==> src/hw/rtl/tmbq_pkg.sv <==
// ----------------------------------------------------------------------------
// tmbq_pkg
// Shared sizes, codes and types for the timed message byte queue.
// ----------------------------------------------------------------------------
package tmbq_pkg;

  // Both capacities are powers of two, so the ring pointers wrap by width.
  localparam int BYTE_CAPACITY   = 64;
  localparam int RECORD_CAPACITY = 16;

  localparam int BYTE_AW = $clog2(BYTE_CAPACITY);
  localparam int REC_AW  = $clog2(RECORD_CAPACITY);
  localparam int BCNT_W  = $clog2(BYTE_CAPACITY + 1);
  localparam int RCNT_W  = $clog2(RECORD_CAPACITY + 1);
  localparam int TIME_W  = 32;
  localparam int SIZE_W  = 8;
  localparam int REC_W   = TIME_W + BCNT_W;

  localparam logic [BCNT_W-1:0] BYTE_CAP_C = BCNT_W'(BYTE_CAPACITY);
  localparam logic [RCNT_W-1:0] REC_CAP_C  = RCNT_W'(RECORD_CAPACITY);

  localparam logic MODE_ENQ = 1'b0;
  localparam logic MODE_DEQ = 1'b1;
  localparam logic KIND_ENQ = 1'b0;
  localparam logic KIND_DEQ = 1'b1;

  typedef enum logic [1:0] {
    ST_OK        = 2'd0,
    ST_TOO_LARGE = 2'd1,
    ST_FULL      = 2'd2,
    ST_EMPTY     = 2'd3
  } status_t;

  typedef enum logic [2:0] {
    S_IDLE   = 3'b001,
    S_REC    = 3'b010,
    S_STREAM = 3'b100
  } state_t;

endpackage

==> src/hw/rtl/timed_message_byte_queue_core.sv <==
// ----------------------------------------------------------------------------
// timed_message_byte_queue_core
// FIFO of timestamped variable-length messages held in a byte ring memory
// and a record ring memory of time and length.
// ----------------------------------------------------------------------------
// Enqueue items are taken one per cycle while busy is low; a message's status
// appears in the cycle after its last byte is accepted, as does an empty dequeue's.
// A dequeue of an N-byte message keeps busy high until its last result is
// issued: the record read state also yields the first byte, then one byte per
// cycle follows. Its first result is registered in the record read state.
// Synchronous reset empties both rings; the memories themselves are not cleared.
module timed_message_byte_queue_core (
  input  logic        clk,
  input  logic        rst,
  input  logic        start,
  output logic        busy,
  input  logic        mode,
  input  logic [31:0] event_time,
  input  logic [7:0]  event_size,
  input  logic [7:0]  data_byte,
  input  logic        last_byte,
  output logic        done,
  output logic        kind,
  output logic [1:0]  status,
  output logic [31:0] out_time,
  output logic [6:0]  out_size,
  output logic [7:0]  out_byte,
  output logic        byte_valid,
  output logic        last_of_run,
  output logic [6:0]  free_bytes
);

  tmbq_pkg::state_t state;

  logic [tmbq_pkg::BYTE_AW-1:0] byte_head;
  logic [tmbq_pkg::BCNT_W-1:0]  byte_count;
  logic [tmbq_pkg::REC_AW-1:0]  record_head;
  logic [tmbq_pkg::RCNT_W-1:0]  record_count;
  logic                         enqueue_in_progress;
  tmbq_pkg::status_t            enqueue_verdict;
  logic [tmbq_pkg::TIME_W-1:0]  open_time;
  logic [tmbq_pkg::SIZE_W-1:0]  open_size;
  logic [tmbq_pkg::BCNT_W-1:0]  open_stored;
  logic [tmbq_pkg::BYTE_AW-1:0] write_ptr;
  logic [tmbq_pkg::BYTE_AW-1:0] stream_ptr;
  logic [tmbq_pkg::BCNT_W-1:0]  remain;

  logic [7:0]                   byte_mem [tmbq_pkg::BYTE_CAPACITY];
  logic [tmbq_pkg::REC_W-1:0]   rec_mem  [tmbq_pkg::RECORD_CAPACITY];
  logic [7:0]                   byte_q;
  logic [tmbq_pkg::REC_W-1:0]   rec_q;

  logic                         accept;
  logic                         enq_go;
  logic                         deq_go;
  logic                         first;
  tmbq_pkg::status_t            verdict_now;
  tmbq_pkg::status_t            first_verdict;
  logic [tmbq_pkg::SIZE_W-1:0]  size_now;
  logic [tmbq_pkg::BCNT_W-1:0]  stored_now;
  logic [tmbq_pkg::BCNT_W-1:0]  stored_next;
  logic [tmbq_pkg::TIME_W-1:0]  time_now;
  logic [tmbq_pkg::BYTE_AW-1:0] ptr_now;
  logic                         store_byte;
  logic                         commit;
  logic [tmbq_pkg::BCNT_W-1:0]  byte_count_next;
  logic [tmbq_pkg::RCNT_W-1:0]  record_count_next;
  logic [tmbq_pkg::BYTE_AW-1:0] byte_raddr;
  logic [tmbq_pkg::BCNT_W-1:0]  rec_len;
  logic [tmbq_pkg::BCNT_W-1:0]  deq_len;
  logic [tmbq_pkg::BCNT_W-1:0]  byte_left;

  function automatic logic [6:0] free_of(input logic [tmbq_pkg::RCNT_W-1:0] rc,
                                         input logic [tmbq_pkg::BCNT_W-1:0] bc);
    logic [tmbq_pkg::BCNT_W-1:0] room;
    room = tmbq_pkg::BYTE_CAP_C - bc;
    if (rc >= tmbq_pkg::REC_CAP_C) begin
      return 7'd0;
    end
    return 7'(room);
  endfunction

  assign busy   = (state != tmbq_pkg::S_IDLE);
  assign accept = start && !busy;
  assign enq_go = accept && (mode == tmbq_pkg::MODE_ENQ);
  assign deq_go = accept && (mode == tmbq_pkg::MODE_DEQ);
  assign first  = !enqueue_in_progress;

  // The verdict of a message is fixed on its first byte.
  always_comb begin
    if ({1'b0, event_size} > 9'(tmbq_pkg::BYTE_CAPACITY)) begin
      first_verdict = tmbq_pkg::ST_TOO_LARGE;
    end else if (record_count >= tmbq_pkg::REC_CAP_C ||
                 {1'b0, event_size} > 9'(tmbq_pkg::BYTE_CAP_C - byte_count)) begin
      first_verdict = tmbq_pkg::ST_FULL;
    end else begin
      first_verdict = tmbq_pkg::ST_OK;
    end
  end

  always_comb begin
    verdict_now = first ? first_verdict : enqueue_verdict;
    size_now    = first ? event_size : open_size;
    stored_now  = first ? '0 : open_stored;
    time_now    = first ? event_time : open_time;
    ptr_now     = first ? (byte_head + byte_count[tmbq_pkg::BYTE_AW-1:0]) : write_ptr;
    store_byte  = enq_go && (verdict_now == tmbq_pkg::ST_OK) &&
                  ({1'b0, stored_now} < 8'(size_now));
    stored_next = store_byte ? stored_now + 1'b1 : stored_now;
    commit      = enq_go && last_byte && (verdict_now == tmbq_pkg::ST_OK);
  end

  assign byte_count_next   = byte_count + stored_next;
  assign record_count_next = record_count + 1'b1;

  assign rec_len    = rec_q[tmbq_pkg::BCNT_W-1:0];
  assign deq_len    = (rec_len > byte_count) ? byte_count : rec_len;
  assign byte_left  = byte_count - deq_len;
  assign byte_raddr = (state == tmbq_pkg::S_IDLE) ? byte_head : stream_ptr;

  // Byte ring: one write port for enqueue, one registered read port for dequeue.
  always_ff @(posedge clk) begin
    if (store_byte) begin
      byte_mem[ptr_now] <= data_byte;
    end
    byte_q <= byte_mem[byte_raddr];
  end

  // Record ring: the slot after the newest is written on commit.
  always_ff @(posedge clk) begin
    if (commit) begin
      rec_mem[record_head + record_count[tmbq_pkg::REC_AW-1:0]] <=
        {time_now, stored_next};
    end
    rec_q <= rec_mem[record_head];
  end

  always_ff @(posedge clk) begin
    if (rst) begin
      state               <= tmbq_pkg::S_IDLE;
      byte_head           <= '0;
      byte_count          <= '0;
      record_head         <= '0;
      record_count        <= '0;
      enqueue_in_progress <= 1'b0;
      enqueue_verdict     <= tmbq_pkg::ST_OK;
      done                <= 1'b0;
    end else begin
      done <= 1'b0;
      case (state)
        tmbq_pkg::S_IDLE: begin
          if (enq_go) begin
            enqueue_in_progress <= !last_byte;
            enqueue_verdict     <= verdict_now;
            open_time           <= time_now;
            open_size           <= size_now;
            open_stored         <= stored_next;
            write_ptr           <= store_byte ? ptr_now + 1'b1 : ptr_now;
            if (commit) begin
              byte_count   <= byte_count_next;
              record_count <= record_count_next;
            end
            if (last_byte) begin
              done        <= 1'b1;
              kind        <= tmbq_pkg::KIND_ENQ;
              status      <= verdict_now;
              out_time    <= '0;
              out_size    <= '0;
              out_byte    <= '0;
              byte_valid  <= 1'b0;
              last_of_run <= 1'b1;
              free_bytes  <= commit ? free_of(record_count_next, byte_count_next)
                                    : free_of(record_count, byte_count);
            end
          end else if (deq_go) begin
            if (record_count == '0) begin
              done        <= 1'b1;
              kind        <= tmbq_pkg::KIND_DEQ;
              status      <= tmbq_pkg::ST_EMPTY;
              out_time    <= '0;
              out_size    <= '0;
              out_byte    <= '0;
              byte_valid  <= 1'b0;
              last_of_run <= 1'b1;
              free_bytes  <= free_of(record_count, byte_count);
            end else begin
              stream_ptr <= byte_head + 1'b1;
              state      <= tmbq_pkg::S_REC;
            end
          end
        end
        tmbq_pkg::S_REC: begin
          // Record data and the first byte are both ready in this cycle.
          record_head  <= record_head + 1'b1;
          record_count <= record_count - 1'b1;
          byte_head    <= byte_head + deq_len[tmbq_pkg::BYTE_AW-1:0];
          byte_count   <= byte_left;
          stream_ptr   <= stream_ptr + 1'b1;
          remain       <= deq_len - 1'b1;
          done         <= 1'b1;
          kind         <= tmbq_pkg::KIND_DEQ;
          status       <= tmbq_pkg::ST_OK;
          out_time     <= rec_q[tmbq_pkg::REC_W-1:tmbq_pkg::BCNT_W];
          out_size     <= 7'(deq_len);
          free_bytes   <= 7'(tmbq_pkg::BYTE_CAP_C - byte_left);
          if (deq_len == '0) begin
            out_byte    <= '0;
            byte_valid  <= 1'b0;
            last_of_run <= 1'b1;
            state       <= tmbq_pkg::S_IDLE;
          end else begin
            out_byte    <= byte_q;
            byte_valid  <= 1'b1;
            last_of_run <= (deq_len == tmbq_pkg::BCNT_W'(1));
            state       <= (deq_len == tmbq_pkg::BCNT_W'(1)) ? tmbq_pkg::S_IDLE
                                                             : tmbq_pkg::S_STREAM;
          end
        end
        tmbq_pkg::S_STREAM: begin
          stream_ptr  <= stream_ptr + 1'b1;
          remain      <= remain - 1'b1;
          done        <= 1'b1;
          out_byte    <= byte_q;
          last_of_run <= (remain == tmbq_pkg::BCNT_W'(1));
          if (remain == tmbq_pkg::BCNT_W'(1)) begin
            state <= tmbq_pkg::S_IDLE;
          end
        end
        default: begin
          state <= tmbq_pkg::S_IDLE;
        end
      endcase
    end
  end

  a_stream_emits: assert property (@(posedge clk) disable iff (rst)
    (state == tmbq_pkg::S_STREAM) |=> done)
    else $error("byte stream cycle produced no result");

  a_counts_bounded: assert property (@(posedge clk) disable iff (rst)
    (byte_count <= tmbq_pkg::BYTE_CAP_C) && (record_count <= tmbq_pkg::REC_CAP_C))
    else $error("ring occupancy beyond capacity");

  a_mid_run_is_byte: assert property (@(posedge clk) disable iff (rst)
    (done && !last_of_run) |-> (kind == tmbq_pkg::KIND_DEQ) && byte_valid)
    else $error("non-final result is not a dequeued byte");

  a_deq_reads_record: assert property (@(posedge clk) disable iff (rst)
    (deq_go && (record_count != '0)) |=> (state == tmbq_pkg::S_REC))
    else $error("dequeue of a held message did not read its record");

endmodule
==> config.mk <==
export PLATFORM = sky130hd
export DESIGN_NAME = timed_message_byte_queue_core
export DESIGN_NICKNAME = d
export VERILOG_FILES = /design/src/hw/rtl/tmbq_pkg.sv /design/src/hw/rtl/timed_message_byte_queue_core.sv
export SDC_FILE = /design/constraint.sdc
export NUM_CORES = 2
export LEC_CHECK = 0
export BUFFER_PORTS_ARGS = -buffer_cell sky130_fd_sc_hd__buf_2
export CAP_MARGIN = 20
export CORE_MARGIN = 2
export CORE_UTILIZATION = 50
export CTS_CLUSTER_DIAMETER = 150
export DETAILED_ROUTE_END_ITERATION = 16
export GPL_TIMING_DRIVEN = 1
export PLACE_DENSITY = 0.67
export SLEW_MARGIN = 20
export SYNTH_ARGS = -nofsm -noshare
export SYNTH_HDL_FRONTEND = slang
export SYNTH_SLANG_ARGS = --single-unit
==> constraint.sdc <==
create_clock -name clk -period 6.9 [get_ports clk]
set_clock_uncertainty 0.15 [all_clocks]
set_input_delay 0.69 -clock clk [delete_from_list [all_inputs] [get_ports clk]]
set_output_delay 0.69 -clock clk [all_outputs]
set_load 0.02 [all_outputs]
==> results list <==
- Result of the run: complete, no violations
* Placeable core region: 106000 um^2
- In the final layout, the share of cells above drive strength 1 is 19.3%.
* Via count of the first global-routing pass: 29318
- Number of inserted diodes: 0
* Placed cell areas: 55800 um^2
- Library cell contributing the largest single delay on the critical path: sky130_fd_sc_hd__dfxtp_1
* Clock buffer depth: 3
- The clock period could shrink to 5940 ps.
* RSZ-0062 raised after global routing: false
- After synthesis, the mean cell area works out to 16.8 um^2.
- Entering global routing, the biggest net connects 178 pins.
- Achievable clock frequency: 0.168 GHz
- The number of pins with negative max-slew slack in the final report came to 0.
- The cell count after synthesis came out at 3179.
* Max Cap Violations: 0
- Clock insertion delay at the later pin of the skew report: 740 ps
* Post-route ant nets: 0
- CTS tree: done
- Total DRC errors in the routed layout: 0
- Die Y: 331 um
- Across every metal layer, demand over resource in global routing totals 22.3%.
- Number of buffers added for setup after CTS: 0
- For the pin with the worst max-slew slack, the measured transition is 1100 ps.
* Synth Warn #: 0
- Most frequent cells after synthesis: sky130_fd_sc_hd__edfxtp_1 (1261), sky130_fd_sc_hd__nand2_1 (447), sky130_fd_sc_hd__mux4_2 (195)
- The final layout contains routed wiring with a total length of 120000 um.
* Routability Congestion: 0.884
- Ranked by total cell area, the synthesized netlist is headed by sky130_fd_sc_hd__edfxtp_1 (71%), sky130_fd_sc_hd__mux4_2 (8.2%), sky130_fd_sc_hd__nand2_1 (3.1%), sky130_fd_sc_hd__dfxtp_1 (2.8%), sky130_fd_sc_hd__mux2i_1 (1.6%).
* Data required time of the critical path: 7220 ps
- The synthesized netlist occupies a cell area of 53400 um^2.
- Pleak: 19.9 nW
- CTS Hold Bufs: 0
- Measured on the finished design, the core utilization comes to 56.9%.
- Critical path's largest stage delay: 640 ps
- Via count normalized by instance count: 5.95
- Crit path arrival time: 6260 ps
* Net count of the finished layout: 3453
- The final route contains 28761 vias.
- Unique cell type count in the Yosys netlist: 75
- Worst hold slack: 142 ps
- Hpwl dp: 68900 um
- The total overflow left after global routing is 0.
- Dividing the detail-routed wire length by the instance count gives 24.8 um.
- The initial antenna violation count was 3.
* Fillcell total: 7859
- Resized Gates After CTS: 0
- The tree is rooted in a sky130_fd_sc_hd__clkbuf_16.
* Quantity of I/O buffers inserted on ports: 113
- Site row count: 119
- TritonCTS created 138 clock buffers.
- Setup total negative slack: 0 ps
- Clock-pin slew was measured on the worst setup and hold paths at 60 ps.
- Top flip-flop cell by instance count after synthesis: sky130_fd_sc_hd__edfxtp_1
- Final worst-path cycle share: 86.0%
- CTS H-tree depth: 4
- Syn-to-layout area delta: 12.6%
- CP endpoint kind: register
* Width of the die: 331 um
- Setup-failing EPs final: 0
- Of all flip-flops after synthesis, the portion carrying an async set or reset was 0%.
- The initial utilization of the core area, before any placement, comes to 50.6%.
- In this run the count of I/O pins placed on the die edge is 114.
* Hold Path Class: in -> reg
- Final Hold Fails: 0
* Die area: 109000 um^2
* Most numerous cell in the Yosys netlist: sky130_fd_sc_hd__edfxtp_1
- Number of flops mapped to enable cells by yosys: 1261
- Top fanout value on the critical path: 18
* Slew HR: 25.9%
* Number of sinks on the clock net: 1337
* Net Count, Synth: 3297
- Final Instance Area: 60100 um^2
- Biggest area consumer among synthesized cells: sky130_fd_sc_hd__edfxtp_1
* Power per cell area: 275 nW/um^2
- STA classifies the critical path startpoint as a register.
- The critical path goes through inv_1 > ha_1 > nand2_1 > nor3_1 > xnor2_1 > ha_1 > a21oi_1 > a21boi_0 > a21boi_0 > o21ai_2 > and3_4 > xor2_1 > buf_4 > ha_1 > inv_1 > fa_1 > nor2b_1 > o31ai_1 > nor4b_1 > or3_1 > a211o_1 > nand4_1 > xnor2_1 > o31ai_1.
- Router iterations before antenna repair: 6
* Number of synthesized register bits: 1337
- The first global-routing pass estimated 181000 um of wire.
- Class of the most critical setup path: reg -> reg
- Worst ir drop on vdd: 0.235 mV
* Sequential fraction of the synthesis area: 73.8%
* Critical path's most frequent cell: sky130_fd_sc_hd__ha_1
- Portion of synthesized cell area occupied by the leading cell type: 70.9%
* First-iteration detailed-routing DRC count: 3028
==> cell families after synthesis <==
| group | Yosys count | share of synthesized area, % |
|---|---|---|
| AO/OA/AOI/OAI | 277 | 3.69 |
| AND/OR/NAND/NOR | 894 | 7.48 |
| adder cells (fa/ha/maj) | 65 | 1.59 |
| flip-flops | 1337 | 73.8 |
| XOR/XNOR | 64 | 1.05 |
| multiplexers | 327 | 10.8 |
| buffers and inverters | 215 | 1.61 |
==> where the power goes <==
group          switching (W)  internal [W]
sequential         0.0000181       0.00895
clock                0.00308       0.00401
combinational       0.000340      0.000126
==> cells in the final DEF, fill, tap and decap left out, types with 7 or more instances in the layout <==
master and count:
sky130_fd_sc_hd__xnor2_1 45, sky130_fd_sc_hd__nor2_4 15, sky130_fd_sc_hd__buf_4 61, sky130_fd_sc_hd__nor3_2 7, sky130_fd_sc_hd__mux2_2 46, sky130_fd_sc_hd__ha_1 60
sky130_fd_sc_hd__nand2_1 444, sky130_fd_sc_hd__clkbuf_16 138, sky130_fd_sc_hd__dfxtp_1 71, sky130_fd_sc_hd__and2_1 39, sky130_fd_sc_hd__o21ai_0 11, sky130_fd_sc_hd__or3_1 8
sky130_fd_sc_hd__nor3_1 28, sky130_fd_sc_hd__a31oi_1 69, sky130_fd_sc_hd__clkinv_2 21, sky130_fd_sc_hd__nand2b_1 7, sky130_fd_sc_hd__nand4_1 9, sky130_fd_sc_hd__nand3_1 151
sky130_fd_sc_hd__nor4_1 23, sky130_fd_sc_hd__a21o_1 13, sky130_fd_sc_hd__clkbuf_1 32, sky130_fd_sc_hd__a32oi_1 66, sky130_fd_sc_hd__mux2i_1 86, sky130_fd_sc_hd__a21boi_0 13
sky130_fd_sc_hd__clkinv_1 28, sky130_fd_sc_hd__xor2_1 19, sky130_fd_sc_hd__mux4_2 195, sky130_fd_sc_hd__a21oi_1 45, sky130_fd_sc_hd__nor2_1 118, sky130_fd_sc_hd__a211oi_1 14
sky130_fd_sc_hd__edfxtp_1 1261, sky130_fd_sc_hd__buf_2 113, sky130_fd_sc_hd__inv_1 49
==> sequential cells by signal, indices dropped and copies added, names as in the netlist, 8 cells and up <==
register,cells
open_size,8
rec_q,39
byte_q,8
rec_mem,624
out_time,32
open_time,32
out_byte,8
byte_mem,512
==> worst max-delay path: cells and delay by family (launching register included) <==
family / cells / cell delay [ps]
buffers and inverters: 3 / 510
adder cells (fa/ha/maj): 4 / 1190
AO/OA/AOI/OAI: 7 / 1260
flip-flops: 1 / 640
XOR/XNOR: 3 / 560
AND/OR/NAND/NOR: 7 / 1370
==> stage by stage <==
step / std cells / total power [W] / setup slack, ps
6_report: 4837 / 0.0165 / 965
5_1_grt: 4837 / 0.0170 / 501
4_1_cts: 4837 / 0.0166 / 976
3_5_place_dp: 4586 / 0.00960 / 1010
3_3_place_gp: 4585 / 0.00958 / 1050
2_1_floorplan: 3179 / 0.00939 / 880
==> per-layer routing <==
| metal | vias up | global-route usage [%] | routed length [um] |
|---|---|---|---|
| met5 | - | 0 | 11 |
| met4 | 2 | 7.74 | 3430 |
| met3 | 221 | 4.00 | 8090 |
| met2 | 1120 | 36.3 | 59200 |
| met1 | 14717 | 30.4 | 49400 |
| li1 | 12701 | - | - |
==> worst paths after layout <==
kind / cells past startpoint / end / startpoint / slack [ps]
worst min register to register: 1 / out_time[19]$_SDFFCE_PN0P_ / rec_q[26]$_DFF_P_ / 350
worst min-delay path: 2 / enqueue_in_progress$_SDFFE_PP0P_ / last_byte / 140
worst max register to register: 24 / free_bytes[6]$_DFFE_PP_ / byte_count[1]$_SDFFE_PP0P_ / 960
worst max-delay path: 24 / free_bytes[6]$_DFFE_PP_ / byte_count[1]$_SDFFE_PP0P_ / 960
==> final cells by class <==
class	instances	area [um^2]	area share, %
multi-input combinational	1627	13300	22.2
timing repair buffer	179	1110	1.85
tap	1391	1740	2.90
clock buffer	176	3660	6.08
sequential	1337	39400	65.6
inverter	52	195	0.325
clock inverter	75	656	1.09
(Power assumes the default switching activity.)
